`config.mk`:
```
export PLATFORM = sky130hd
export DESIGN_NAME = moisture_two_point_calibrator_flat
export DESIGN_NICKNAME = d
export VERILOG_FILES = /design/src/rtl/core/mtpc_pkg.sv /design/src/rtl/core/mtpc_in_if.sv /design/src/rtl/core/mtpc_out_if.sv /design/src/rtl/core/moisture_two_point_calibrator.sv /design/src/rtl/core/mtpc_divider.sv /design/src/flat_wrapper.sv
export SDC_FILE = /design/constraint.sdc
export NUM_CORES = 1
export LEC_CHECK = 0
export BUFFER_PORTS_ARGS = -buffer_cell sky130_fd_sc_hd__buf_2
export CAP_MARGIN = 15
export CELL_PAD_IN_SITES_DETAIL_PLACEMENT = 0
export CELL_PAD_IN_SITES_GLOBAL_PLACEMENT = 1
export CORE_ASPECT_RATIO = 1.4
export CORE_MARGIN = 2
export CORE_UTILIZATION = 30
export DETAILED_ROUTE_END_ITERATION = 16
export PLACE_DENSITY = 0.57
export SETUP_SLACK_MARGIN = 0.1
export SLEW_MARGIN = 40
export SYNTH_ARGS = -nofsm -noshare
export SYNTH_HDL_FRONTEND = slang
export SYNTH_SLANG_ARGS = --single-unit
```
`constraint.sdc`:
```
create_clock -name i_clk -period 12.5 [get_ports i_clk]
set_input_delay 2.5 -clock i_clk [delete_from_list [all_inputs] [get_ports i_clk]]
set_output_delay 2.5 -clock i_clk [all_outputs]
set_load 0.005 [all_outputs]
```
`src/rtl/core/mtpc_pkg.sv`:
```
`default_nettype none
// ----------------------------------------------------------------------------
// mtpc_pkg
// Shared types and constants of the two-point moisture calibrator.
// ----------------------------------------------------------------------------
package mtpc_pkg;

    // fixed field widths
    localparam int TIME_W  = 32;
    localparam int CFG_W   = 16;
    localparam int PT_W    = 10;
    localparam int LEVEL_W = 16;
    localparam int PHASE_W = 3;
    localparam int HOLD_W  = 17;
    localparam int CIDX_W  = 3;

    localparam logic [HOLD_W-1:0] HOLD_MAX = 17'h1FFFF;

    // phase codes
    localparam logic [PHASE_W-1:0] PH_MEAS       = 3'd0;
    localparam logic [PHASE_W-1:0] PH_AIR        = 3'd1;
    localparam logic [PHASE_W-1:0] PH_AIR_DONE   = 3'd2;
    localparam logic [PHASE_W-1:0] PH_WATER      = 3'd3;
    localparam logic [PHASE_W-1:0] PH_WATER_DONE = 3'd4;

    // configuration register indexes
    localparam logic [CIDX_W-1:0] CFG_MEAS_INT   = 3'd0;
    localparam logic [CIDX_W-1:0] CFG_CAL_INT    = 3'd1;
    localparam logic [CIDX_W-1:0] CFG_START_HOLD = 3'd2;
    localparam logic [CIDX_W-1:0] CFG_NEXT_HOLD  = 3'd3;
    localparam logic [CIDX_W-1:0] CFG_AIR_DEF    = 3'd4;
    localparam logic [CIDX_W-1:0] CFG_WATER_DEF  = 3'd5;

    // reset values
    localparam logic [CFG_W-1:0] RST_MEAS_INT   = 16'd1000;
    localparam logic [CFG_W-1:0] RST_CAL_INT    = 16'd100;
    localparam logic [CFG_W-1:0] RST_START_HOLD = 16'd1000;
    localparam logic [CFG_W-1:0] RST_NEXT_HOLD  = 16'd1000;
    localparam logic [PT_W-1:0]  RST_AIR_DEF    = 10'd1023;
    localparam logic [PT_W-1:0]  RST_WATER_DEF  = 10'd0;

    // sequencer states
    typedef enum logic [4:0] {
        ST_IDLE  = 5'b00001,
        ST_PREP1 = 5'b00010,
        ST_PREP2 = 5'b00100,
        ST_DIV   = 5'b01000,
        ST_FIN   = 5'b10000
    } t_state;

    // divider control and status
    typedef struct packed {
        logic start;
    } t_div_ctl;

    typedef struct packed {
        logic busy;
        logic done;
    } t_div_stat;

endpackage
`default_nettype wire

```
`src/rtl/core/mtpc_in_if.sv`:
```
`default_nettype none
// ----------------------------------------------------------------------------
// mtpc_in_if
// Polling pass request channel: time, button level and probe sample.
// ----------------------------------------------------------------------------
interface mtpc_in_if #(
    parameter int ADC_BITS = 10
) ();
    logic                      valid;
    logic                      ready;
    logic [mtpc_pkg::TIME_W-1:0] now_ms;
    logic                      btn_down;
    logic [ADC_BITS-1:0]       adc_sample;

    modport source (output valid, output now_ms, output btn_down,
                    output adc_sample, input ready);
    modport sink   (input valid, input now_ms, input btn_down,
                    input adc_sample, output ready);
endinterface
`default_nettype wire

```
`src/rtl/core/mtpc_out_if.sv`:
```
`default_nettype none
// ----------------------------------------------------------------------------
// mtpc_out_if
// Result channel: mapped level, status and calibration points of one pass.
// ----------------------------------------------------------------------------
interface mtpc_out_if ();
    logic                                valid;
    logic                                ready;
    logic                                level_valid;
    logic signed [mtpc_pkg::LEVEL_W-1:0] moisture_level;
    logic                                map_error;
    logic [mtpc_pkg::PHASE_W-1:0]        phase;
    logic [mtpc_pkg::PT_W-1:0]           air_point;
    logic [mtpc_pkg::PT_W-1:0]           water_point;
    logic                                store_request;

    modport source (output valid, output level_valid, output moisture_level,
                    output map_error, output phase, output air_point,
                    output water_point, output store_request, input ready);
    modport sink   (input valid, input level_valid, input moisture_level,
                    input map_error, input phase, input air_point,
                    input water_point, input store_request, output ready);
endinterface
`default_nettype wire

```
`src/rtl/core/moisture_two_point_calibrator.sv`:
```
`default_nettype none
// ----------------------------------------------------------------------------
// moisture_two_point_calibrator
// Two-point soil moisture calibrator with button-driven air/water averaging.
// ----------------------------------------------------------------------------
// Usage:
//  i_in_ch carries one polling pass request (now_ms, btn_down,
//  adc_sample); o_out_ch returns exactly one result per pass. Config is a
//  plain write port (i_cfg_wr_en, i_cfg_index, i_cfg_wdata), written while
//  the block is idle; writing an air/water default also loads that point.
//  An accepted pass steps through PREP1, PREP2 and FIN, where the result is
//  registered; a pass that maps a level over a nonzero span or closes a
//  calibration average also runs the divider in DIV before FIN. NW =
//  max(ADC_BITS + 7, sum width) is the bit count of the shared restoring
//  divider. Ready returns together with the registered result.
//  One pass is processed at a time; ready is high only when the sequencer
//  is idle. The result register lets the next request enter while a result
//  waits; a stalled receiver holds that result and the next pass waits in
//  its final step until the result is taken.
//  Reset (synchronous, active low) loads the register defaults, returns to
//  measuring phase and clears timers, counters and the result valid flag.
// ----------------------------------------------------------------------------
module moisture_two_point_calibrator #(
    parameter int CAL_READINGS = 16,
    parameter int ADC_BITS     = 10
) (
    input  wire                          i_clk,
    input  wire                          i_rst_n,
    input  wire                          i_cfg_wr_en,
    input  wire [mtpc_pkg::CIDX_W-1:0]   i_cfg_index,
    input  wire [mtpc_pkg::CFG_W-1:0]    i_cfg_wdata,
    mtpc_in_if.sink                      i_in_ch,
    mtpc_out_if.source                   o_out_ch
);
    localparam int A    = ADC_BITS;
    localparam int CNTW = $clog2(CAL_READINGS + 1);
    localparam int SUMW = A + CNTW;
    localparam int NW   = (A + 7 > SUMW) ? A + 7 : SUMW;
    localparam int DW   = (A > CNTW) ? A : CNTW;
    localparam int LVW  = NW + 2;
    localparam int TW   = mtpc_pkg::TIME_W;

    localparam logic signed [LVW-1:0] LV_MAX     = LVW'(32767);
    localparam logic signed [LVW-1:0] LV_MIN     = LVW'(-32768);
    localparam logic signed [LVW-1:0] LV_HUNDRED = LVW'(100);

    // configuration
    logic [mtpc_pkg::CFG_W-1:0] r_meas_int;
    logic [mtpc_pkg::CFG_W-1:0] r_cal_int;
    logic [mtpc_pkg::CFG_W-1:0] r_start_hold;
    logic [mtpc_pkg::CFG_W-1:0] r_next_hold;

    // block state
    mtpc_pkg::t_state              r_state;
    logic [mtpc_pkg::PHASE_W-1:0]  r_phase;
    logic [TW-1:0]                 r_next_run;
    logic [mtpc_pkg::HOLD_W-1:0]   r_hold;
    logic [SUMW-1:0]               r_sum;
    logic [CNTW-1:0]               r_cnt;
    logic [A-1:0]                  r_air;
    logic [A-1:0]                  r_water;

    // captured pass and precomputed compares
    logic [TW-1:0] r_now;
    logic          r_btn;
    logic [A-1:0]  r_adc;
    logic          r_gt_old;
    logic          r_gt_m;
    logic          r_gt_c;
    logic [TW-1:0] r_m_next;
    logic [TW-1:0] r_c_next;
    logic          r_map_go;
    logic          r_span_zero;
    logic          r_neg;

    // result register
    logic                                r_out_valid;
    logic                                r_o_level_valid;
    logic signed [mtpc_pkg::LEVEL_W-1:0] r_o_level;
    logic                                r_o_err;
    logic [mtpc_pkg::PHASE_W-1:0]        r_o_phase;
    logic [mtpc_pkg::PT_W-1:0]           r_o_air;
    logic [mtpc_pkg::PT_W-1:0]           r_o_water;
    logic                                r_o_store;

    // divider
    mtpc_pkg::t_div_ctl  w_div_ctl;
    mtpc_pkg::t_div_stat w_div_stat;
    logic [NW-1:0]       w_dividend;
    logic [DW-1:0]       w_divisor;
    logic [NW-1:0]       w_quo;

    // prep2 operands
    logic signed [A:0] w_d;
    logic signed [A:0] w_span;
    logic [A-1:0]      w_dmag;
    logic [A-1:0]      w_smag;
    logic [NW-1:0]     w_dm;
    logic              w_map_go;
    logic              w_avg_go;
    logic              w_need_div;

    // pass results
    logic [mtpc_pkg::PHASE_W-1:0]        n_phase;
    logic [TW-1:0]                       n_next_run;
    logic [mtpc_pkg::HOLD_W-1:0]         n_hold;
    logic [SUMW-1:0]                     n_sum;
    logic [CNTW-1:0]                     n_cnt;
    logic [A-1:0]                        n_air;
    logic [A-1:0]                        n_water;
    logic                                n_level_valid;
    logic signed [mtpc_pkg::LEVEL_W-1:0] n_level;
    logic                                n_err;
    logic                                n_store;
    mtpc_pkg::t_state                    n_state;

    logic w_out_free;

    assign i_in_ch.ready = (r_state == mtpc_pkg::ST_IDLE);
    assign w_out_free    = !r_out_valid || o_out_ch.ready;

    // ---------------- division setup ----------------
    always_comb begin
        w_d    = $signed({1'b0, r_adc}) - $signed({1'b0, r_water});
        w_span = $signed({1'b0, r_air}) - $signed({1'b0, r_water});
        w_dmag = w_d[A]    ? A'(-w_d)    : w_d[A-1:0];
        w_smag = w_span[A] ? A'(-w_span) : w_span[A-1:0];
        w_dm   = NW'(w_dmag);
        w_map_go = r_gt_old && (r_phase == mtpc_pkg::PH_MEAS);
        // an average closes only when sampling was under way at pass start
        w_avg_go = r_gt_old && (r_cnt >= CNTW'(CAL_READINGS)) &&
                   ((r_phase == mtpc_pkg::PH_AIR) || (r_phase == mtpc_pkg::PH_WATER));
        w_need_div = (w_map_go && (r_air != r_water)) || w_avg_go;
        if (w_map_go) begin
            w_dividend = (w_dm << 6) + (w_dm << 5) + (w_dm << 2);
            w_divisor  = DW'(w_smag);
        end else begin
            w_dividend = NW'(r_sum);
            w_divisor  = DW'(CAL_READINGS);
        end
        w_div_ctl.start = (r_state == mtpc_pkg::ST_PREP2) && w_need_div;
    end

    mtpc_divider #(
        .NW (NW),
        .DW (DW)
    ) u_div (
        .i_clk      (i_clk),
        .i_rst_n    (i_rst_n),
        .i_ctl      (w_div_ctl),
        .i_dividend (w_dividend),
        .i_divisor  (w_divisor),
        .o_stat     (w_div_stat),
        .o_quotient (w_quo)
    );

    // ---------------- pass update ----------------
    always_comb begin
        logic                 gt;
        logic signed [LVW-1:0] qs;
        logic signed [LVW-1:0] v;

        n_phase       = r_phase;
        n_next_run    = r_next_run;
        n_hold        = r_hold;
        n_sum         = r_sum;
        n_cnt         = r_cnt;
        n_air         = r_air;
        n_water       = r_water;
        n_level_valid = 1'b0;
        n_level       = '0;
        n_err         = 1'b0;
        n_store       = 1'b0;
        gt            = r_gt_old;

        qs = $signed({2'b00, w_quo});
        if (r_neg) begin
            qs = -qs;
        end
        v = qs + LV_HUNDRED;

        if (r_map_go) begin
            n_next_run    = r_m_next;
            gt            = r_gt_m;
            n_level_valid = 1'b1;
            if (r_span_zero) begin
                n_err = 1'b1;
            end else if (v > LV_MAX) begin
                n_level = 16'sh7FFF;
            end else if (v < LV_MIN) begin
                n_level = 16'sh8000;
            end else begin
                n_level = v[mtpc_pkg::LEVEL_W-1:0];
            end
        end

        if (r_btn) begin
            if (r_hold != mtpc_pkg::HOLD_MAX) begin
                n_hold = r_hold + 1'b1;
            end
        end else begin
            n_hold = '0;
        end

        if ((n_hold > {1'b0, r_start_hold}) && (n_phase == mtpc_pkg::PH_MEAS)) begin
            n_hold  = '0;
            n_sum   = '0;
            n_cnt   = '0;
            n_phase = mtpc_pkg::PH_AIR;
        end
        if (gt && (n_phase == mtpc_pkg::PH_AIR)) begin
            n_next_run = r_c_next;
            gt         = r_gt_c;
            if (n_cnt < CNTW'(CAL_READINGS)) begin
                n_sum = n_sum + SUMW'(r_adc);
                n_cnt = n_cnt + 1'b1;
            end else begin
                n_air      = w_quo[A-1:0];
                n_phase    = mtpc_pkg::PH_AIR_DONE;
                n_next_run = '0;
                gt         = (r_now != '0);
            end
        end

        if ((n_hold > {1'b0, r_next_hold}) && (n_phase == mtpc_pkg::PH_AIR_DONE)) begin
            n_hold  = '0;
            n_sum   = '0;
            n_cnt   = '0;
            n_phase = mtpc_pkg::PH_WATER;
        end
        if (gt && (n_phase == mtpc_pkg::PH_WATER)) begin
            n_next_run = r_c_next;
            if (n_cnt < CNTW'(CAL_READINGS)) begin
                n_sum = n_sum + SUMW'(r_adc);
                n_cnt = n_cnt + 1'b1;
            end else begin
                n_water    = w_quo[A-1:0];
                n_phase    = mtpc_pkg::PH_WATER_DONE;
                n_next_run = '0;
            end
        end

        if (n_phase == mtpc_pkg::PH_WATER_DONE) begin
            n_store = 1'b1;
            n_phase = mtpc_pkg::PH_MEAS;
        end
    end

    // ---------------- sequencer ----------------
    always_comb begin
        n_state = r_state;
        case (r_state)
            mtpc_pkg::ST_IDLE: begin
                if (i_in_ch.valid) begin
                    n_state = mtpc_pkg::ST_PREP1;
                end
            end
            mtpc_pkg::ST_PREP1: n_state = mtpc_pkg::ST_PREP2;
            mtpc_pkg::ST_PREP2: begin
                n_state = w_need_div ? mtpc_pkg::ST_DIV : mtpc_pkg::ST_FIN;
            end
            mtpc_pkg::ST_DIV: begin
                if (w_div_stat.done) begin
                    n_state = mtpc_pkg::ST_FIN;
                end
            end
            mtpc_pkg::ST_FIN: begin
                if (w_out_free) begin
                    n_state = mtpc_pkg::ST_IDLE;
                end
            end
            default: n_state = mtpc_pkg::ST_IDLE;
        endcase
    end

    always_ff @(posedge i_clk) begin
        if (!i_rst_n) begin
            r_state      <= mtpc_pkg::ST_IDLE;
            r_meas_int   <= mtpc_pkg::RST_MEAS_INT;
            r_cal_int    <= mtpc_pkg::RST_CAL_INT;
            r_start_hold <= mtpc_pkg::RST_START_HOLD;
            r_next_hold  <= mtpc_pkg::RST_NEXT_HOLD;
            r_phase      <= mtpc_pkg::PH_MEAS;
            r_next_run   <= '0;
            r_hold       <= '0;
            r_sum        <= '0;
            r_cnt        <= '0;
            r_air        <= A'(mtpc_pkg::RST_AIR_DEF);
            r_water      <= A'(mtpc_pkg::RST_WATER_DEF);
            r_out_valid  <= 1'b0;
        end else begin
            r_state <= n_state;
            r_out_valid <= ((r_state == mtpc_pkg::ST_FIN) && w_out_free) ||
                           (r_out_valid && !o_out_ch.ready);
            if ((r_state == mtpc_pkg::ST_FIN) && w_out_free) begin
                r_phase     <= n_phase;
                r_next_run  <= n_next_run;
                r_hold      <= n_hold;
                r_sum       <= n_sum;
                r_cnt       <= n_cnt;
                r_air       <= n_air;
                r_water     <= n_water;
            end
            if (i_cfg_wr_en) begin
                case (i_cfg_index)
                    mtpc_pkg::CFG_MEAS_INT:   r_meas_int   <= i_cfg_wdata;
                    mtpc_pkg::CFG_CAL_INT:    r_cal_int    <= i_cfg_wdata;
                    mtpc_pkg::CFG_START_HOLD: r_start_hold <= i_cfg_wdata;
                    mtpc_pkg::CFG_NEXT_HOLD:  r_next_hold  <= i_cfg_wdata;
                    mtpc_pkg::CFG_AIR_DEF:    r_air   <= A'(i_cfg_wdata[mtpc_pkg::PT_W-1:0]);
                    mtpc_pkg::CFG_WATER_DEF:  r_water <= A'(i_cfg_wdata[mtpc_pkg::PT_W-1:0]);
                    default: ;
                endcase
            end
        end
    end

    // datapath registers, no reset needed
    always_ff @(posedge i_clk) begin
        case (r_state)
            mtpc_pkg::ST_IDLE: begin
                r_now <= i_in_ch.now_ms;
                r_btn <= i_in_ch.btn_down;
                r_adc <= i_in_ch.adc_sample;
            end
            mtpc_pkg::ST_PREP1: begin
                r_gt_old <= (r_now > r_next_run);
                r_m_next <= r_now + TW'(r_meas_int);
                r_c_next <= r_now + TW'(r_cal_int);
            end
            mtpc_pkg::ST_PREP2: begin
                r_gt_m      <= (r_now > r_m_next);
                r_gt_c      <= (r_now > r_c_next);
                r_map_go    <= w_map_go;
                r_span_zero <= (r_air == r_water);
                // level is scaled by -100, so same signs give a negative quotient
                r_neg       <= (w_d[A] == w_span[A]);
            end
            mtpc_pkg::ST_FIN: begin
                if (w_out_free) begin
                    r_o_level_valid <= n_level_valid;
                    r_o_level       <= n_level;
                    r_o_err         <= n_err;
                    r_o_phase       <= n_phase;
                    r_o_air         <= mtpc_pkg::PT_W'(n_air);
                    r_o_water       <= mtpc_pkg::PT_W'(n_water);
                    r_o_store       <= n_store;
                end
            end
            default: ;
        endcase
    end

    assign o_out_ch.valid          = r_out_valid;
    assign o_out_ch.level_valid    = r_o_level_valid;
    assign o_out_ch.moisture_level = r_o_level;
    assign o_out_ch.map_error      = r_o_err;
    assign o_out_ch.phase          = r_o_phase;
    assign o_out_ch.air_point      = r_o_air;
    assign o_out_ch.water_point    = r_o_water;
    assign o_out_ch.store_request  = r_o_store;

`ifndef ASSERT_OFF
    a_no_done_phase: assert property (@(posedge i_clk) disable iff (!i_rst_n)
        r_out_valid |-> (r_o_phase != mtpc_pkg::PH_WATER_DONE))
        else $error("water-done phase left in a result");

    a_store_meas: assert property (@(posedge i_clk) disable iff (!i_rst_n)
        (r_out_valid && r_o_store) |-> ((r_o_phase == mtpc_pkg::PH_MEAS) && !r_o_level_valid))
        else $error("store request outside the closing pass");

    a_err_zero: assert property (@(posedge i_clk) disable iff (!i_rst_n)
        (r_out_valid && r_o_err) |-> (r_o_level_valid && (r_o_level == '0)))
        else $error("map error with a nonzero level");

    a_div_idle: assert property (@(posedge i_clk) disable iff (!i_rst_n)
        (r_state == mtpc_pkg::ST_IDLE) |-> !w_div_stat.busy)
        else $error("divider busy while sequencer idle");

    a_div_fin: assert property (@(posedge i_clk) disable iff (!i_rst_n)
        ((r_state == mtpc_pkg::ST_DIV) && w_div_stat.done) |=> (r_state == mtpc_pkg::ST_FIN))
        else $error("division done but pass not finished");
`endif

endmodule
`default_nettype wire

```
`src/rtl/core/mtpc_divider.sv`:
```
`default_nettype none
// ----------------------------------------------------------------------------
// mtpc_divider
// Unsigned restoring divider, one quotient bit per cycle.
// ----------------------------------------------------------------------------
module mtpc_divider #(
    parameter int NW = 17,
    parameter int DW = 10
) (
    input  wire                  i_clk,
    input  wire                  i_rst_n,
    input  mtpc_pkg::t_div_ctl   i_ctl,
    input  wire [NW-1:0]         i_dividend,
    input  wire [DW-1:0]         i_divisor,
    output mtpc_pkg::t_div_stat  o_stat,
    output logic [NW-1:0]        o_quotient
);
    localparam int CTW = $clog2(NW + 1);

    logic           r_busy;
    logic           r_done;
    logic [CTW-1:0] r_cnt;
    logic [DW:0]    r_rem;
    logic [NW-1:0]  r_quo;
    logic [DW-1:0]  r_dsr;

    logic [DW:0]    w_shift;
    logic [DW:0]    w_diff;
    logic           w_fit;

    always_comb begin
        w_shift = {r_rem[DW-1:0], r_quo[NW-1]};
        w_diff  = w_shift - {1'b0, r_dsr};
        w_fit   = (w_shift >= {1'b0, r_dsr});
    end

    always_ff @(posedge i_clk) begin
        if (!i_rst_n) begin
            r_busy <= 1'b0;
            r_done <= 1'b0;
            r_cnt  <= '0;
        end else begin
            r_done <= 1'b0;
            if (i_ctl.start) begin
                r_busy <= 1'b1;
                r_cnt  <= CTW'(NW);
            end else if (r_busy) begin
                r_cnt <= r_cnt - 1'b1;
                if (r_cnt == CTW'(1)) begin
                    r_busy <= 1'b0;
                    r_done <= 1'b1;
                end
            end
        end
    end

    always_ff @(posedge i_clk) begin
        if (i_ctl.start) begin
            r_rem <= '0;
            r_quo <= i_dividend;
            r_dsr <= i_divisor;
        end else if (r_busy) begin
            r_rem <= w_fit ? w_diff : w_shift;
            r_quo <= {r_quo[NW-2:0], w_fit};
        end
    end

    assign o_stat.busy = r_busy;
    assign o_stat.done = r_done;
    assign o_quotient  = r_quo;

endmodule
`default_nettype wire
```
`src/flat_wrapper.sv`:
```
// flat-port wrapper written by rule: the top's interface ports become plain ports
module moisture_two_point_calibrator_flat 
#(
    parameter int CAL_READINGS = 16,
    parameter int ADC_BITS     = 10
)
  (i_clk, i_rst_n, i_cfg_wr_en, i_cfg_index, i_cfg_wdata, i_in_ch_valid, i_in_ch_now_ms, i_in_ch_btn_down, i_in_ch_adc_sample, i_in_ch_ready, o_out_ch_valid, o_out_ch_level_valid, o_out_ch_moisture_level, o_out_ch_map_error, o_out_ch_phase, o_out_ch_air_point, o_out_ch_water_point, o_out_ch_store_request, o_out_ch_ready);
  mtpc_in_if #(.ADC_BITS(ADC_BITS)) i_in_ch_i ();
  mtpc_out_if o_out_ch_i ();
  input  wire i_clk;
  input  wire i_rst_n;
  input  wire i_cfg_wr_en;
  input  wire [mtpc_pkg::CIDX_W-1:0] i_cfg_index;
  input  wire [mtpc_pkg::CFG_W-1:0] i_cfg_wdata;
  input wire logic [$bits(i_in_ch_i.valid)-1:0] i_in_ch_valid;
  input wire logic [$bits(i_in_ch_i.now_ms)-1:0] i_in_ch_now_ms;
  input wire logic [$bits(i_in_ch_i.btn_down)-1:0] i_in_ch_btn_down;
  input wire logic [$bits(i_in_ch_i.adc_sample)-1:0] i_in_ch_adc_sample;
  output wire logic [$bits(i_in_ch_i.ready)-1:0] i_in_ch_ready;
  output wire logic [$bits(o_out_ch_i.valid)-1:0] o_out_ch_valid;
  output wire logic [$bits(o_out_ch_i.level_valid)-1:0] o_out_ch_level_valid;
  output wire logic [$bits(o_out_ch_i.moisture_level)-1:0] o_out_ch_moisture_level;
  output wire logic [$bits(o_out_ch_i.map_error)-1:0] o_out_ch_map_error;
  output wire logic [$bits(o_out_ch_i.phase)-1:0] o_out_ch_phase;
  output wire logic [$bits(o_out_ch_i.air_point)-1:0] o_out_ch_air_point;
  output wire logic [$bits(o_out_ch_i.water_point)-1:0] o_out_ch_water_point;
  output wire logic [$bits(o_out_ch_i.store_request)-1:0] o_out_ch_store_request;
  input wire logic [$bits(o_out_ch_i.ready)-1:0] o_out_ch_ready;
  assign i_in_ch_i.valid = i_in_ch_valid;
  assign i_in_ch_i.now_ms = i_in_ch_now_ms;
  assign i_in_ch_i.btn_down = i_in_ch_btn_down;
  assign i_in_ch_i.adc_sample = i_in_ch_adc_sample;
  assign i_in_ch_ready = i_in_ch_i.ready;
  assign o_out_ch_valid = o_out_ch_i.valid;
  assign o_out_ch_level_valid = o_out_ch_i.level_valid;
  assign o_out_ch_moisture_level = o_out_ch_i.moisture_level;
  assign o_out_ch_map_error = o_out_ch_i.map_error;
  assign o_out_ch_phase = o_out_ch_i.phase;
  assign o_out_ch_air_point = o_out_ch_i.air_point;
  assign o_out_ch_water_point = o_out_ch_i.water_point;
  assign o_out_ch_store_request = o_out_ch_i.store_request;
  assign o_out_ch_i.ready = o_out_ch_ready;
  moisture_two_point_calibrator #(.CAL_READINGS(CAL_READINGS), .ADC_BITS(ADC_BITS)) u_core (.i_clk(i_clk), .i_rst_n(i_rst_n), .i_cfg_wr_en(i_cfg_wr_en), .i_cfg_index(i_cfg_index), .i_cfg_wdata(i_cfg_wdata), .i_in_ch(i_in_ch_i), .o_out_ch(o_out_ch_i));
endmodule
```
# Yosys cells after proc, flatten, opt, wreduce, memory -nomap -nowiden
# Index checks and enable logic that the tools add are counted.
# W data, S select, Z words.
[word_totals]
output_inout_bits = 44
inputBits = 67
register_bits = 361
wordCells = 191
[classes]
n_reduce_logical = 33
magnitude_cmp = 11
bitwise_logic = 3
muxes = 64
add_sub_neg = 17
eq_ne = 24
[op_table]
columns = ["operator", "count"]
rows = [
  ["$mux W32", 5],
  ["$mux W10", 13],
  ["$mux W17", 7],
  ["$mux W15", 7],
  ["$gt A32 B32 Y1", 3],
  ["$add A32 B16 Y32", 2],
  ["$mux W5", 12],
  ["$gt A17 B16 Y1", 2],
  ["$reduce_bool A32 Y1", 1],
  ["$add A15 B10 Y15", 2],
  ["$pmux W5 S5", 1],
  ["$sub A10 B10 Y11", 2],
  ["$mux W3", 7],
  ["$neg A10 Y10", 2],
  ["$add A19 B8 Y19 const B", 1],
  ["$gt A19 B16 Y1 const B", 1],
  ["$lt A19 B16 Y1 const B", 1],
  ["$mux W19", 1],
  ["$neg A17 Y19", 1],
  ["$add A16 B15 Y17", 1],
  ["$add A17 B1 Y17 const B", 1],
  ["$add A17 B12 Y17", 1],
  ["$ne A17 B17 Y1 const B", 1],
  ["$mux W16", 1],
  ["31 further kinds", 76],
]

# Longest topological paths before layout
# Gate-level depths: netlist of run 1.
[logic_depth]
depth_word = 18
ltp_mapped = 39
mapped_depth_nobuf = 36

# Hierarchy
# From an unflattened synthesis of run 1, not the netlist that was laid out.
[unflattened]
hier_cells = 2540
area_unflattened_um2 = 22942.0
[modules_own_cells]
columns = ["mod", "n_inst", "area_each_um2", "seq_area_each_um2", "cells_each"]
rows = [
  ["moisture_two_point_calibrator", 1, 20654.8, 7867.5, 2349],
  ["mtpc_divider", 1, 2287.2, 1151.1, 191],
]

# Least setup slack after synthesis of run 1
# OpenSTA, ideal clock, no wires.
[synth_path]
path_type = "register to register"
startpoint = "register u_core.r_hold[8] (netlist bit)"
endpoint = "register u_core.r_sum[13]"
arrival_ns = 7.198
setup_time_ns = 0.101
slack_ns = 5.201
path_stages_with_launch = 37
period_less_slack_ns = 7.299
path_buffers = 5
t_required_ns = 12.399
cell_sequence = "dfxtp_1 buf_2 nand4_1 nor4_2 nand2_1 nand2_1 or2_2 clkbuf_1 o21ai_0 a21boi_0 ha_1 a211oi_1 o21a_1 o21bai_1 nand4bb_1 nand3_1 clkbuf_1 clkbuf_1 and2_1 ha_1 and4_1 nand2_1 o41ai_1 a211oi_1 o21a_1 clkbuf_1 nor2_1 ha_1 a21oi_1 o21ai_0 a2111o_1 nand2_1 o211a_1 a2111oi_2 nor3b_1 xnor2_1 o41ai_1"
[synth_between]
elab_chain_cells = 15
elab_cells_between_ends = 35
classes_between = "add/sub: 4; order compare: 4; eq/ne: 4; mux: 19; reduce/logical: 4"
[synth_lines]
columns = ["item", "line_no", "rtl"]
rows = [
  ["start, declared", "moisture_two_point_calibrator.sv:57", "logic [mtpc_pkg::HOLD_W-1:0] r_hold;"],
  ["start signal, assigned", "moisture_two_point_calibrator.sv:298", "r_hold <= n_hold;"],
  ["$add A17 B1 Y17 or $ne A17 B17 Y1 (tied branches)", "moisture_two_point_calibrator.sv:199, moisture_two_point_calibrator.sv:198", ""],
  ["$mux W17 (*)", "moisture_two_point_calibrator.sv:198", "if (r_hold != mtpc_pkg::HOLD_MAX) begin"],
  ["$mux W17 (*)", "moisture_two_point_calibrator.sv:197", "if (r_btn) begin"],
  ["branches (longest 11 deep; another with $gt A17 B16 Y1)", "-", ""],
  ["$mux W15 (*)", "moisture_two_point_calibrator.sv:231", "if (gt && (n_phase == mtpc_pkg::PH_WATER)) begin"],
  ["end signal, assigned", "moisture_two_point_calibrator.sv:299", "r_sum <= n_sum;"],
  ["end, declared", "moisture_two_point_calibrator.sv:58", "logic [SUMW-1:0] r_sum;"],
]
# Mark *: on every way between the ends.
# A chain may end at the register's enable or synchronous reset.

# Worst setup path in the final report of run 1
[layout_path]
startpoint = "register u_core.r_hold[2] (netlist bit)"
endpoint = "register u_core.r_sum[12]"
# Same word-level chain as after synthesis.

==> results of run 1 <==
[critical path: cells and delay by family (launching register included)]
family | cells | cell delay, ns
adders and majority gates | 4 | 1.22
buffers and inverters | 2 | 0.32
AOI/OAI and AO/OA | 13 | 3.14
DFF | 1 | 0.46
and+or+nand+nor | 15 | 2.92
xor gates and xnor gates | 1 | 0.18
[registers in the layout, indices dropped and copies added, names as in the netlist, 15 cells and up]
signal and count:
u_core.r_next_run 32, u_core.r_start_hold 16, u_core.r_m_next 32, u_core.r_cal_int 16, u_core.r_c_next 32, u_core.r_meas_int 16, u_core.u_div.o_quotient 17, u_core.r_next_hold 16
u_core.o_out_ch.moisture_level 16, u_core.r_sum 15, u_core.r_hold 17, u_core.r_now 32
[routing by layer]
metal	track usage	vias to the layer above	share of wire
met5	0	-	0.00018
met4	0.0478	2	0.024
met3	0.0226	97	0.034
met2	0.330	343	0.52
met1	0.216	8902	0.42
li1	-	9244	-
[Yosys cell counts, types with 6 or more instances]
cell | number | area, um2
dfxtp_1 | 179 | 3580
nor3_1 | 38 | 190
o31ai_1 | 8 | 60.1
o31a_1 | 8 | 70.1
and4_1 | 9 | 78.8
nand3_1 | 65 | 325
buf_2 | 6 | 30.0
o21ai_0 | 133 | 666
nor4b_1 | 6 | 52.6
and3_1 | 27 | 169
or2_2 | 13 | 81.3
o211ai_1 | 17 | 128
nand2_1 | 294 | 1100
ha_1 | 202 | 2530
a21o_1 | 41 | 308
a211o_1 | 13 | 114
nand3b_1 | 8 | 60.1
edfxtp_1 | 181 | 5440
or3_1 | 14 | 87.6
inv_1 | 196 | 736
clkbuf_1 | 102 | 383
mux2_2 | 19 | 214
nand2b_1 | 28 | 175
fa_1 | 14 | 280
o21bai_1 | 9 | 67.6
nand4_1 | 34 | 213
mux2i_1 | 17 | 170
xnor2_1 | 111 | 972
o311ai_0 | 11 | 96.3
a21oi_1 | 231 | 1160
a211oi_1 | 20 | 150
a21boi_0 | 13 | 97.6
nor2b_1 | 36 | 225
nor2_1 | 172 | 646
and2_1 | 45 | 282
o21ai_1 | 10 | 50.1
o21ai_2 | 7 | 61.3
a22oi_1 | 34 | 255
nor4_1 | 17 | 106
xor2_1 | 55 | 482
o21a_1 | 28 | 210
a31oi_1 | 22 | 138
[path summary, 6_finish.rpt]
kind / startpoint / end / cells past startpoint
max: u_core.r_hold[2] / u_core.r_sum[12] / 35
min: u_core.r_start_hold[11] / u_core.r_start_hold[11] / 2
max reg2reg: u_core.r_hold[2] / u_core.r_sum[12] / 35
min reg2reg: u_core.r_start_hold[11] / u_core.r_start_hold[11] / 2
[area by class of cell]
cell class	instances	area [um2]	area share
Clock buffer	58	1180	0.0454
Multi-Input combinational cell	1898	12900	0.493
Sequential cell	360	9020	0.346
Inverter	197	742	0.0285
Timing Repair Buffer	134	734	0.0282
Tap cell	976	1220	0.0469
Clock inverter	20	302	0.0116
[cell families after synthesis]
kind of cell	Yosys count	share of synthesized area
xor gates and xnor gates	166	0.0633
DFF	360	0.393
and+or+nand+nor	836	0.178
adders and majority gates	216	0.122
muxes	36	0.0167
buffers and inverters	311	0.0515
AOI/OAI and AO/OA	644	0.175
[report_power, final]
group          switching [W]  total, W  leakage [nW]  internal, W
logic               0.000462  0.000791          6.34     0.000329
registers          0.0000585   0.00135          3.14      0.00129
clock network       0.000536   0.00135         0.725     0.000809
total                0.00106   0.00349          10.2      0.00243
[stage by stage]
stage / utilization / area (um2) / std cells / total power (W)
6_report: 0.342 / 26100 / 3643 / 0.00349
3_5_place_dp: 0.323 / 24600 / 3565 / 0.00218
3_3_place_gp: 0.322 / 24500 / 3565 / 0.00217
2_1_floorplan: - / 23000 / 2569 / 0.00193
5_1_grt: 0.342 / 26100 / 3643 / 0.00370
4_1_cts: 0.342 / 26000 / 3643 / 0.00355
==> run metrics, run 1 <==
Slew headroom=0.463; RSZ-0062 raised after global routing=false; initial antenna violation count=2; Worst path max stage delay=0.53 ns; fin worst setup slack=4.18 ns; vias in the first global route=18,500; overall die area=0.0788 mm2; Clock Path Buffers=3; worst slew pin tran=0.783 ns; initial drt markers=1,008; synth unique cells=86; top_reg_cell synth=edfxtp_1; LEAKAGE=10.2 nW; CORE AREA=0.0761 mm2; post-synthesis instance total=2,569; fin crit share=0.666; WL/cell=19.6 um; gp weighted congestion=0.857; HP Class=flip-flop to flip-flop; reg2reg setup slack=4.18 ns; Place WS=4.14 ns; # hold bufs at CTS=0; IO Port Bufs=110; Post-synth EDFFs=181; vias per cell=5.10; number of routed nets with antenna violations=0; crit path time final=8.32 ns; register area share after synthesis=0.393; Setup violations, final=0; MaxCap Viol Count=0; status=finished clean; most frequent cells in the layout=nand2_1 (293), a21oi_1 (229), ha_1 (202), inv_1 (193), edfxtp_1 (181); CP Data Required Time=12.99 ns; crit path DAT=8.81 ns; worst skew pair latency=0.59 ns; clk sink count=360; clock-pin slew on the worst setup and hold paths=0.06 ns; final hold violations=0; Synth Cell Area=0.0230 mm2; Initial Util=0.302; post-CTS sizing=0; post-route setup TNS=0 ns; Die Y=331 um; fmax=120 MHz; Die W=238 um; nets=2,916; total track usage=0.179; HPWL Detailed=53.4 mm; Area Growth Syn to Fin=13.5%; critical path endpoint category=flip-flop; Final Slew Violations=0; Ys Warns=0; IR drop worst, VDD=0.0876 mV; most common cell after layout, fill and taps aside=nand2_1; synthesis-stage register bit count=360; total gr overflow=0; crit-path max FO=32; H-tree levels=2; CP max stage cell=nor4_2; asr flop ratio synth=0; WHS=0.456 ns; CTS Root Cell=clkbuf_16; num ports=111; final WL=71.3 mm; most frequent CP cell=o21ai_0; syn_area_per_cell=8.94 um2; critical path class=flip-flop to flip-flop; Setup Skew=0.0195 ns; DR pass1 iterations=5; Rows=120; # fillers=7,838; CTS Buf Count=42; CTS tree=built; Setup crit start kind=flip-flop; Power per Cell Area=134 mW/mm2; largest net degree at the start of global routing=67; layout cells sized above 1=0.104; Post-CTS Setup Inserts=0; first-pass GRT wire length=109 mm; Antenna diodes=0; routed via count=18,600; Post-Syn Nets=2,852; drc violations=0
No activity file was read; power rests on OpenSTA's default activity.
==> run 2, diff against run 1 <==
Clock period 12.5 ns to 8.3 ns, I/O delays scaled along.
==> run metrics, run 2 (synthesis results as in run 1) <==
critical path class=flip-flop to flip-flop; crit path DAT=8.02 ns; Reg2Reg Depth=31; WHS=0.458 ns; nets=2,925; num ports=111; layout cells sized above 1=0.110; vias in the first global route=19,000; first-pass GRT wire length=110 mm; overall die area=0.0788 mm2; fmax=133 MHz; HPWL Detailed=53.2 mm; Setup violations, final=0; Antenna diodes=0; CTS tree=built; net switching fraction of the power=0.304; worst slew pin tran=0.846 ns; Rows=120; CP max stage cell=a211oi_1; CTS Root Cell=clkbuf_16; Util after Layout=0.344; Internal Power=0.00365 W; gp weighted congestion=0.853; Setup Skew=0.0229 ns; most frequent cells in the layout=nand2_1 (293), a21oi_1 (229), ha_1 (202), inv_1 (193), edfxtp_1 (181); initial antenna violation count=1; final WL=71.3 mm; crit-path max FO=16; Clock Path Buffers=3; total gr overflow=0; clock-pin slew on the worst setup and hold paths=0.06 ns; LEAKAGE=10.3 nW; HP Class=flip-flop to flip-flop; critical path endpoint category=flip-flop; IR drop worst, VDD=0.148 mV; fin crit share=0.907; Comb pwr share=0.224; worst skew pair latency=0.59 ns; Die W=238 um; number of routed nets with antenna violations=0; RSZ-0062 raised after global routing=false; CTS Buf Count=43; final hold violations=0; Place WS=0.204 ns; hold path cells=2; post-route setup TNS=0 ns; Final Slew Violations=0; crit path time final=7.53 ns; Switching Power=0.00160 W; most common cell after layout, fill and taps aside=nand2_1; routed via count=18,600; fin worst setup slack=0.769 ns; total track usage=0.180; initial drt markers=959; Worst path max stage delay=0.54 ns; CP Data Required Time=8.79 ns; Initial Util=0.302; most frequent CP cell=ha_1; DR pass1 iterations=5; # hold bufs at CTS=0; drc violations=0; clk sink count=360; Area Growth Syn to Fin=14.1%; vias per cell=5.09; largest net degree at the start of global routing=72; Die Y=331 um; H-tree levels=2; Setup crit start kind=flip-flop; Slew headroom=0.434; status=finished clean; Sequential Power Share=0.388; Clk network pwr share=0.388; MaxCap Viol Count=0; CORE AREA=0.0761 mm2; IO Port Bufs=110; Power per Cell Area=200 mW/mm2; WL/cell=19.5 um
## run 2: metal layers
| metal | track usage | share of wire |
|---|---|---|
| met5 | 0 | 0 |
| met4 | 0.0554 | 0.029 |
| met3 | 0.0209 | 0.031 |
| met2 | 0.331 | 0.51 |
| met1 | 0.216 | 0.43 |
## run 2: what timing repair did
action | CTS | global route
buffers inserted | 0 | 3
endpoints found under the setup margin | 0 | 9
gates resized for setup | 0 | 14
## run 2: final cells by class
| type | count | area (um2) |
|---|---|---|
| fillers | 7747 | 49900 |
| inverters | 197 | 742 |
| multi-input cells | 1898 | 12900 |
| repair buffers | 142 | 795 |
| clock inverters | 25 | 298 |
| well taps | 976 | 1220 |
| clock buffers | 54 | 1200 |
| flip-flops and latches | 360 | 9020 |
## run 2: worst max-delay path: cells and delay by family (launching register included)
kind	cells	cell delay, ns
compound gates	10	2.55
xor+xnor	2	0.26
fa+ha+maj	4	1.19
buf+inv	1	0.24
flops	1	0.34
simple gates	14	2.83
## run 2: path summary, 6_finish.rpt
check,slack (ns),to,start
min,0.46,u_core.r_start_hold[1],u_core.r_start_hold[1]
min reg2reg,0.46,u_core.r_start_hold[1],u_core.r_start_hold[1]
max,0.77,u_core.r_sum[13],u_core.r_hold[0]
max reg2reg,0.77,u_core.r_sum[13],u_core.r_hold[0]
## run 2: metrics by stage
step                area, um2  power [W]  cells
finish                  26200    0.00525   3652
global route            26200    0.00557   3652
CTS                     26100    0.00534   3649
detailed placement      24600    0.00327   3570
global placement        24600    0.00325   3570
floorplan               23000    0.00291   2569
## run 2: power by group through the flow
stage / combinational (W) / clock [W] / sequential (W)
after floorplan: 0.000887 / 0 / 0.00203
after global placement: 0.00118 / 0 / 0.00207
after detailed placement: 0.00119 / 0 / 0.00208
after CTS: 0.00120 / 0.00210 / 0.00204
after global routing: 0.00136 / 0.00216 / 0.00204
final: 0.00117 / 0.00204 / 0.00203
